### src/hdl/ssq_pkg.sv
// Shared operation codes and cell control type for the sorted score queue.
`default_nettype none
package ssq_pkg;

  localparam int ScoreBits = 32;
  localparam int TagFieldBits = 16;
  localparam int CountBits = 5;

  typedef enum logic [1:0] {
    OpInsert = 2'd0,
    OpRemove = 2'd1,
    OpClear  = 2'd2,
    OpNone   = 2'd3
  } ssq_op_e;

  // Per-cycle command broadcast to every cell.
  typedef struct packed {
    logic ins;   // insert shift this cycle
    logic rem;   // pop shift this cycle
  } ssq_ctrl_t;

endpackage
`default_nettype wire

### src/hdl/ssq_cell.sv
// One slot of the sorted chain: holds an entry and shifts with its neighbors.
`default_nettype none
module ssq_cell
  import ssq_pkg::*;
#(
  parameter int TAG_W = 16
) (
  input  wire logic                        clk_i,
  input  wire ssq_ctrl_t                   ctrl_i,
  input  wire logic                        occ_i,
  input  wire logic signed [ScoreBits-1:0] new_score_i,
  input  wire logic [TAG_W-1:0]            new_tag_i,
  input  wire logic                        left_take_i,
  input  wire logic signed [ScoreBits-1:0] left_score_i,
  input  wire logic [TAG_W-1:0]            left_tag_i,
  input  wire logic signed [ScoreBits-1:0] right_score_i,
  input  wire logic [TAG_W-1:0]            right_tag_i,
  output logic                             take_o,
  output logic signed [ScoreBits-1:0]      score_o,
  output logic [TAG_W-1:0]                 tag_o
);

  logic signed [ScoreBits-1:0] score_q, score_d;
  logic [TAG_W-1:0]            tag_q, tag_d;

  // Free slots and slots ranked below the new score are at or past the insert point.
  assign take_o = !occ_i || (new_score_i > score_q);

  always_comb begin
    score_d = score_q;
    tag_d   = tag_q;
    if (ctrl_i.ins) begin
      if (take_o && !left_take_i) begin
        score_d = new_score_i;
        tag_d   = new_tag_i;
      end else if (take_o) begin
        score_d = left_score_i;
        tag_d   = left_tag_i;
      end
    end else if (ctrl_i.rem) begin
      score_d = right_score_i;
      tag_d   = right_tag_i;
    end
  end

  always_ff @(posedge clk_i) begin
    score_q <= score_d;
    tag_q   <= tag_d;
  end

  assign score_o = score_q;
  assign tag_o   = tag_q;

endmodule
`default_nettype wire

### src/hdl/sorted_score_queue_unit.sv
// Top level of the sorted score queue: cell chain, fill count and result register.
//
//  channel   dir  tdata fields (lsb first)                                    width
//  s_axis    in   operation[1:0] new_score[33:2] player_tag[49:34]              56
//  m_axis    out  top_score[31:0] top_tag[47:32] was_empty[48] dropped[49]
//                 entry_count[54:50]                                            56
//
// One request per cycle unless a result is stalled; each cell compares the new
// score in parallel and shifts one slot, so an operation completes in the cycle
// it is accepted. The result lands in an output register in the cycle after the
// request. A stalled result blocks new requests only until it is taken (tready
// passes through combinationally). Reset clears the fill count and the output
// valid; slot contents are not reset.
`default_nettype none
module sorted_score_queue_unit
  import ssq_pkg::*;
#(
  parameter int TABLE_DEPTH = 16,
  parameter int TAG_BITS    = 16
) (
  input  wire logic        clk_i,
  input  wire logic        rst_ni,
  input  wire logic        s_axis_tvalid_i,
  output logic             s_axis_tready_o,
  // operation[1:0], new_score[33:2], player_tag[49:34], zero pad
  input  wire logic [55:0] s_axis_tdata_i,
  output logic             m_axis_tvalid_o,
  input  wire logic        m_axis_tready_i,
  // top_score[31:0], top_tag[47:32], was_empty[48], dropped[49],
  // entry_count[54:50], zero pad
  output logic [55:0]      m_axis_tdata_o
);

  localparam int TagW = (TAG_BITS < TagFieldBits) ? TAG_BITS : TagFieldBits;
  localparam int FillW = $clog2(TABLE_DEPTH + 1);
  localparam logic [FillW-1:0] FullLevel = FillW'(TABLE_DEPTH);

  logic                        fire;
  ssq_op_e                     op;
  logic signed [ScoreBits-1:0] in_score;
  logic [TagW-1:0]             in_tag;
  ssq_ctrl_t                   ctrl;

  logic [FillW-1:0] fill_q, fill_d;
  logic             full, empty;

  logic signed [ScoreBits-1:0] score_w [TABLE_DEPTH];
  logic [TagW-1:0]             tag_w   [TABLE_DEPTH];
  logic [TABLE_DEPTH-1:0]      take_w;

  logic        m_valid_q;
  logic [55:0] m_data_q, m_data_d;

  assign op       = ssq_op_e'(s_axis_tdata_i[1:0]);
  assign in_score = $signed(s_axis_tdata_i[33:2]);
  assign in_tag   = s_axis_tdata_i[34 +: TagW];

  assign s_axis_tready_o = !m_valid_q || m_axis_tready_i;
  assign fire  = s_axis_tvalid_i && s_axis_tready_o;
  assign full  = (fill_q == FullLevel);
  assign empty = (fill_q == '0);

  assign ctrl.ins = fire && (op == OpInsert);
  assign ctrl.rem = fire && (op == OpRemove) && !empty;

  for (genvar i = 0; i < TABLE_DEPTH; i++) begin : g_cell
    logic                        left_take;
    logic signed [ScoreBits-1:0] left_score, right_score;
    logic [TagW-1:0]             left_tag, right_tag;

    if (i == 0) begin : g_first
      assign left_take  = 1'b0;
      assign left_score = in_score;
      assign left_tag   = in_tag;
    end else begin : g_mid
      assign left_take  = take_w[i-1];
      assign left_score = score_w[i-1];
      assign left_tag   = tag_w[i-1];
    end

    if (i == TABLE_DEPTH - 1) begin : g_last
      assign right_score = score_w[i];
      assign right_tag   = tag_w[i];
    end else begin : g_inner
      assign right_score = score_w[i+1];
      assign right_tag   = tag_w[i+1];
    end

    ssq_cell #(
      .TAG_W(TagW)
    ) u_cell (
      .clk_i        (clk_i),
      .ctrl_i       (ctrl),
      .occ_i        (fill_q > FillW'(i)),
      .new_score_i  (in_score),
      .new_tag_i    (in_tag),
      .left_take_i  (left_take),
      .left_score_i (left_score),
      .left_tag_i   (left_tag),
      .right_score_i(right_score),
      .right_tag_i  (right_tag),
      .take_o       (take_w[i]),
      .score_o      (score_w[i]),
      .tag_o        (tag_w[i])
    );
  end

  always_comb begin
    fill_d   = fill_q;
    m_data_d = '0;
    case (op)
      OpInsert: begin
        if (!full) begin
          fill_d = fill_q + FillW'(1);
        end
        m_data_d[49] = full;
      end
      OpRemove: begin
        if (empty) begin
          m_data_d[48] = 1'b1;
        end else begin
          fill_d          = fill_q - FillW'(1);
          m_data_d[31:0]  = score_w[0];
          m_data_d[47:32] = TagFieldBits'(tag_w[0]);
        end
      end
      OpClear: fill_d = '0;
      default: fill_d = fill_q;
    endcase
    m_data_d[54:50] = CountBits'(fill_d);
  end

  always_ff @(posedge clk_i or negedge rst_ni) begin
    if (!rst_ni) begin
      fill_q    <= '0;
      m_valid_q <= 1'b0;
    end else begin
      if (fire) begin
        fill_q <= fill_d;
      end
      if (s_axis_tready_o) begin
        m_valid_q <= s_axis_tvalid_i;
      end
    end
  end

  always_ff @(posedge clk_i) begin
    if (fire) begin
      m_data_q <= m_data_d;
    end
  end

  assign m_axis_tvalid_o = m_valid_q;
  assign m_axis_tdata_o  = m_data_q;

endmodule
`default_nettype wire

### config.mk
export PLATFORM = sky130hd
export DESIGN_NAME = sorted_score_queue_unit
export DESIGN_NICKNAME = d
export VERILOG_FILES = /design/src/hdl/ssq_pkg.sv /design/src/hdl/ssq_cell.sv /design/src/hdl/sorted_score_queue_unit.sv
export SDC_FILE = /design/constraint.sdc
export NUM_CORES = 2
export LEC_CHECK = 0
export BUFFER_PORTS_ARGS = -buffer_cell sky130_fd_sc_hd__buf_2
export CAP_MARGIN = 0
export CORE_ASPECT_RATIO = 0.75
export CORE_MARGIN = 2
export CORE_UTILIZATION = 45
export DETAILED_ROUTE_END_ITERATION = 12
export GPL_ROUTABILITY_DRIVEN = 0
export PLACE_DENSITY_LB_ADDON = 0.12
export SLEW_MARGIN = 20
export SYNTH_ARGS = -nofsm -noshare
export SYNTH_HDL_FRONTEND = slang
export SYNTH_SLANG_ARGS = --single-unit
### constraint.sdc
create_clock -name clk_i -period 5.6 [get_ports clk_i]
set_input_delay 0.56 -clock clk_i [delete_from_list [all_inputs] [get_ports clk_i]]
set_output_delay 0.56 -clock clk_i [all_outputs]
set_load 0.05 [all_outputs]
=== Word-level counts from Yosys, hierarchy flattened ===
Index checks and enable logic that the tools add are counted.

* Equality and inequality tests: 18
* Reductions and logical operators: 90
* Multiplexer cells: 126
* Add/sub/neg operators: 2
* Bitwise gates (word level): 1
* Order comparisons: 32

{| class="wikitable"
|+ Operators by type and width
! operator !! number
|-
| $mux W32 || 61
|-
| $mux W16 || 61
|-
| $gt A32 B32 Y1 || 16
|-
| $ne A3 B1 Y1 const B || 14
|-
| $gt A5 B4 Y1 const B || 8
|-
| $logic_not A1 Y1 || 33
|-
| $reduce_and A2 Y1 || 16
|-
| $gt A5 B3 Y1 const B || 4
|-
| $logic_and A1 B1 Y1 || 19
|-
| $logic_or A1 B1 Y1 || 17
|-
| $pmux W5 S3 || 1
|-
| $gt A5 B1 Y1 const B || 2
|-
| $gt A5 B2 Y1 const B || 2
|-
| $mux W5 || 2
|-
| $add A5 B1 Y5 const B || 1
|-
| $eq A5 B5 Y1 const B || 1
|-
| $logic_not A5 Y1 || 1
|-
| $sub A5 B1 Y5 const B || 1
|-
| $reduce_bool A2 Y1 || 2
|-
| $eq A2 B1 Y1 const B || 1
|-
| $eq A2 B2 Y1 const B || 1
|-
| $logic_not A2 Y1 || 1
|-
| $ne A2 B1 Y1 const B || 1
|-
| $reduce_or A2 Y1 || 1
|-
| other kinds (2) || 2
|}

* Logic and storage cells: 307
* Bits in registers: 829
* Output and inout port bits: 58
* Bits of input ports: 60

=== Logic depth before layout (Yosys ltp) ===
* Word-level depth: 7
* Gate-level depth with buffers: 13
* Depth with buffers taken out: 10

=== By module ===
From an unflattened synthesis, not the netlist that was laid out.

* Cell total of the unflattened synthesis: 6,947
* Area total of the unflattened synthesis: 64,277.9 µm²

{| class="wikitable"
|+ By module, submodules not included
! module !! seq. area each (µm²) !! times used !! area an instance (µm²) !! cells each
|-
| ssq_cell (g_cell[0].u_cell ...) || 1,441.4 || 14 || 3,806.2 || 414
|-
| ssq_cell (g_cell[13].u_cell ...) || 1,441.4 || 2 || 4,008.8 || 456
|-
| sorted_score_queue_unit || 1,801.7 || 1 || 2,974.1 || 239
|}

=== Worst setup path after synthesis ===
Ideal clock, no wire load.

* Kind: register to register
* Start: reg m_valid_q, in the netlist m_axis_tvalid_o
* End: reg g_cell[15].u_cell.score_q[0], enable pin
* Slack: -1,029 ps
* Required time: 5,146 ps
* Data arrival time: 6,175 ps
* Clock period less this slack: 6,629 ps
* Stages on the path, launching flop included: 9
* Library setup time: 454 ps
* Path through: dfrtp_1 nand2b_1 and2_1 clkbuf_1 nand2_1 clkbuf_1 clkbuf_1 clkbuf_1 nor2_1

* Word-level cells in the longest chain between the ends: 5

{| class="wikitable"
|+ RTL lines
! element !! RTL line !! RTL
|-
| from (decl) || sorted_score_queue_unit.sv:51 || <nowiki>logic m_valid_q;</nowiki>
|-
| from (signal assigned) || sorted_score_queue_unit.sv:142 || <nowiki>m_valid_q <= s_axis_tvalid_i;</nowiki>
|-
| $logic_not A1 Y1 || sorted_score_queue_unit.sv:58 || <nowiki>assign s_axis_tready_o = !m_valid_q || m_axis_tready_i;</nowiki>
|-
| $logic_or A1 B1 Y1 || sorted_score_queue_unit.sv:58 ||
|-
| net s_axis_tready_o || sorted_score_queue_unit.sv:24 || <nowiki>output logic s_axis_tready_o,</nowiki>
|-
| $logic_and A1 B1 Y1 || sorted_score_queue_unit.sv:59 || <nowiki>assign fire = s_axis_tvalid_i && s_axis_tready_o;</nowiki>
|-
| net fire || sorted_score_queue_unit.sv:38 || <nowiki>logic fire;</nowiki>
|-
| $logic_and A1 B1 Y1 || sorted_score_queue_unit.sv:63 || <nowiki>assign ctrl.ins = fire && (op == OpInsert);</nowiki>
|-
| $reduce_and A2 Y1 (no line) || - ||
|-
| to (signal assigned) || ssq_cell.sv:47 || <nowiki>score_q <= score_d;</nowiki>
|-
| to (decl) || ssq_cell.sv:23 || <nowiki>logic signed [ScoreBits-1:0] score_q, score_d;</nowiki>
|}

The timed path passes the listed nets, and every way through them passes these cells.
A chain may end at the register's enable or synchronous reset.

=== Worst setup path after layout ===
* Start: reg fill_q[0]
* End: reg g_cell[11].u_cell.score_q[22], enable pin

* Word-level cells in the longest chain between the ends: 7
* Elaborated cells on any way between the ends: 14
* Those cells by class: 2 x order compare; 1 x eq/ne; 11 x reduce/logical

{| class="wikitable"
|+ RTL lines
! element !! RTL line !! RTL
|-
| from (decl) || sorted_score_queue_unit.sv:44 || <nowiki>logic [FillW-1:0] fill_q, fill_d;</nowiki>
|-
| from (signal assigned) || sorted_score_queue_unit.sv:139 || <nowiki>fill_q <= fill_d;</nowiki>
|-
| $gt A5 B4 Y1 || sorted_score_queue_unit.sv:94 || <nowiki>.occ_i (fill_q > FillW'(i)),</nowiki>
|-
| $logic_not A1 Y1 || ssq_cell.sv:27 || <nowiki>assign take_o = !occ_i || (new_score_i > score_q);</nowiki>
|-
| $logic_or A1 B1 Y1 || ssq_cell.sv:27 ||
|-
| $logic_not A1 Y1 || ssq_cell.sv:33 || <nowiki>if (take_o && !left_take_i) begin</nowiki>
|-
| $logic_and A1 B1 Y1 || ssq_cell.sv:33 ||
|-
| $ne A3 B1 Y1 (no line) || - ||
|-
| $reduce_and A2 Y1 (no line) (*) || - ||
|-
| to (signal assigned) || ssq_cell.sv:47 ||
|-
| to (decl) || ssq_cell.sv:23 ||
|}

Every way passes the cells marked *; elsewhere a longest branch is shown, timed or not.

==> results.json <==
{
  "vias": 44500,
  "hold_path_end": "m_axis_tvalid_o",
  "syn_avg_cell_area_um2": 10.3,
  "r2r-start": "fill_q[0]",
  "die_y_um": 306,
  "postRouteAntennaNets": 0,
  "multi_input_area_mm2": 0.0263,
  "fillers": 10800,
  "power_mw": 18.5,
  "syn_area_mm2": 0.0546,
  "start_kind": "flip-flop",
  "worstPathArrival_ns": 4.60,
  "syn_to_final_growth_pct": 10.2,
  "p_switching_mw": 6.51,
  "hold_start": "s_axis_tvalid_i",
  "drt_iter0_markers": 6206,
  "fin_worst_skew_ns": 0.0390,
  "place_ws_ns": 0.958,
  "p_seq_frac": 0.418,
  "slew-limit-headroom": 0.166,
  "critical_path.endpoint_type": "flip-flop",
  "finalCriticalPeriod_ns": 4.26,
  "clockBufferDepth": 3,
  "root_buffer": "clkbuf_16",
  "holdCritPathClass": "in -> reg",
  "worst_slew_pin_slew_ns": 1.24,
  "status": "complete, no violations",
  "nNetsFinal": 5783,
  "seqCellArea_mm2": 0.0249,
  "dr.pass1.iters": 6,
  "dieArea_mm2": 0.124,
  "reg2reg_to": "g_cell[11].u_cell.score_o[22]",
  "rsz0062_at_grt": "false",
  "r2r.worst_path.cells": 9,
  "critical_path_class": "reg -> reg",
  "synth-edff-count": 823,
  "grt_pass1_wl_mm": 264,
  "p_int_mw": 12.0,
  "layout-drive-gt1-share": 0.0945,
  "holdWs_ns": 0.0935,
  "vias_per_cell": 6.45,
  "fin_tns_setup_ns": 0,
  "grt_pass1_vias": 40800,
  "pwr-share-comb": 0.265,
  "grt_antenna_before_repair": 13,
  "synthCells": 5304,
  "cts_tree": "yes",
  "irDropWorstVdd_v": 0.000258,
  "hold_violations": 0,
  "clkPwrFrac": 0.317,
  "holdPathStages": 2,
  "grt_usage": 0.276,
  "drc": 0,
  "initial_core_util": 0.454,
  "final_util": 0.500,
  "ys_warn_count": 0,
  "clock_latency_ns": 0.71,
  "powerDensity_mw_per_mm2": 308,
  "max_cap_viol_count": 0,
  "syn_nets": 5881,
  "ys.flop_type": "edfxtp_1",
  "cp_data_required_time_ns": 5.94,
  "rrSetupSlack_ns": 1.34,
  "crit_fanout": 28,
  "period_share": 0.761,
  "ys_seq_area_frac": 0.456,
  "maxSlewViolCount": 0,
  "pin_count": 118,
  "postSynth.asyncResetShare": 0.00724,
  "rows": 110,
  "post_drt_wl_per_cell_um": 25.5,
  "swShare": 0.352,
  "clk_pin_slew_worst_paths_ns": 0.06,
  "setup_violations": 0,
  "cts_sinks": 829,
  "drt-total-wl_mm": 176,
  "grt_max_degree": 141,
  "fmax_ghz": 0.235,
  "die_width_um": 406,
  "cts_resized": 0,
  "hpwl_mm": 131,
  "setup_slack_ns": 1.34,
  "htreeDepth": 3,
  "netlist-cell-type-count": 68,
  "numCtsBuffers": 91,
  "gr-total-overflow": 0,
  "ys_ff_latch": 829,
  "numPortBuffers": 110,
  "postCtsSetupRepairBufs": 0,
  "p_leak_nw": 23.3,
  "coreArea_mm2": 0.120
}
kinds of logic (layout without fill, tap and decap cells):
family | count (synthesis) | count (layout) | synth area share
muxes | 68 | 68 | 0.0136
other | 1 | 5 | 0.0000687
and+or+nand+nor | 1161 | 1161 | 0.103
DFF | 829 | 829 | 0.456
AOI/OAI and AO/OA | 1731 | 1731 | 0.238
xor gates and xnor gates | 1 | 1 | 0.000161
buffers and inverters | 996 | 973 | 0.0702
adders and majority gates | 517 | 517 | 0.119
layout make-up:
class | count | area share
Sequential cell | 829 | 0.414
Tap cell | 1624 | 0.0338
Clock inverter | 56 | 0.00666
Antenna cell | 4 | 0.000167
Timing Repair Buffer | 276 | 0.0349
Inverter | 529 | 0.0330
Multi-Input combinational cell | 3479 | 0.438
Clock buffer | 112 | 0.0395
Yosys cell counts, types with 7 or more instances:
cell type,count,area share
a211oi_1,229,0.032
a21o_1,125,0.017
a21oi_1,350,0.032
a221o_1,412,0.076
a221oi_1,12,0.0019
a31oi_1,7,0.00080
a32o_1,7,0.0013
and2_0,47,0.0054
and2_1,27,0.0031
and3_1,9,0.0010
and4_1,8,0.0013
buf_1,25,0.0017
buf_2,27,0.0025
buf_4,7,0.00096
clkbuf_1,404,0.028
edfxtp_1,823,0.45
ha_1,517,0.12
inv_1,529,0.036
mux2_1,11,0.0023
mux2_2,40,0.0083
mux2i_1,17,0.0031
nand2_1,395,0.027
nand2b_1,10,0.0011
nand3_1,352,0.032
nand4_1,96,0.011
nor2_1,72,0.0050
nor2b_1,15,0.0017
nor3_1,49,0.0045
nor4_1,56,0.0064
o211ai_1,400,0.055
o21ai_0,102,0.0094
o221ai_1,32,0.0051
registers in the layout (all words and copies together), names as in the netlist:
name and cells:
fill_q 5, g_cell.u_cell.score_o 512, g_cell.u_cell.tag_o 256, m_axis_tdata_o 55
m_axis_tvalid_o 1
cells in the final DEF, fill, tap and decap left out, types with 17 or more instances in the layout:
| cell type | count |
|---|---|
| a21o_1 | 125 |
| edfxtp_1 | 823 |
| clkbuf_16 | 92 |
| mux2i_1 | 17 |
| and2_1 | 36 |
| clkinv_2 | 18 |
| buf_12 | 19 |
| nand2_1 | 394 |
| buf_4 | 143 |
| o221ai_1 | 31 |
| nor4_1 | 56 |
| buf_2 | 110 |
| nand3_1 | 352 |
| a221o_1 | 412 |
| o211ai_1 | 400 |
| o21ai_0 | 99 |
| mux2_2 | 40 |
| nor3_1 | 48 |
| inv_1 | 529 |
| clkinv_1 | 28 |
| a21oi_1 | 335 |
| and2_0 | 36 |
| ha_1 | 517 |
| clkbuf_1 | 20 |
| nor2_1 | 57 |
| a211oi_1 | 229 |
| nand4_1 | 96 |
layer usage:
metal / part of all wire / routed length (um) / track usage / vias up
li1: - / - / - / 20500
met3: 0.11 / 19000 / 0.0567 / 203
met1: 0.49 / 86600 / 0.458 / 21600
met2: 0.38 / 67100 / 0.358 / 2249
met4: 0.020 / 3470 / 0.0583 / 4
met5: 0.00013 / 23 / 0 / -
how the worst max path moves through the flow:
| stage | start | endpoint | slack [ns] | depth (start not counted) |
|---|---|---|---|---|
| final | fill_q[0] | g_cell[11].u_cell.score_o[22] | 1.34 | 9 |
| after floorplan | m_axis_tvalid_o | g_cell[2].u_cell.score_o[0] | 0.07 | 6 |
| after global placement | s_axis_tdata_i[33] | g_cell[8].u_cell.score_o[23] | 1.03 | 11 |
| after CTS | fill_q[0] | g_cell[13].u_cell.score_o[23] | 1.31 | 8 |
| after global routing | fill_q[1] | g_cell[13].u_cell.tag_o[10] | 1.20 | 11 |
| after detailed placement | s_axis_tdata_i[33] | g_cell[10].u_cell.score_o[21] | 0.96 | 11 |
critical path: stages (launching register included):
cell,delay (ns)
dfrtp_1,0.58
ha_1,0.33
and3b_1,0.25
o21ai_0,0.96
and2_1,0.25
nor2_1,0.05
a32o_1,0.26
or2_4,0.37
a21oi_4,0.39
buf_4,0.43
timing repair:
item | in CTS | in global routing
hold buffers | 1 | 0
endpoints found under the hold margin | 6 | 0
endpoints found under the setup margin | 0 | 0
metrics by stage:
step                      std cells  area (um^2)
after detailed placement       6735        57300
final                          6909        60100
after global routing           6905        60100
after floorplan                5304        54600
after global placement         6733        57200
after CTS                      6904        60100
power by group through the flow:
stage	clock network [mW]	registers [mW]	logic, mW
after floorplan	0	7.88	3.11
after global placement	0	7.84	4.68
after detailed placement	0	7.85	4.81
after CTS	5.94	7.72	4.82
after global routing	6.17	7.77	5.32
final	5.86	7.73	4.90
Note: power is estimated with default switching activity, not from simulation.
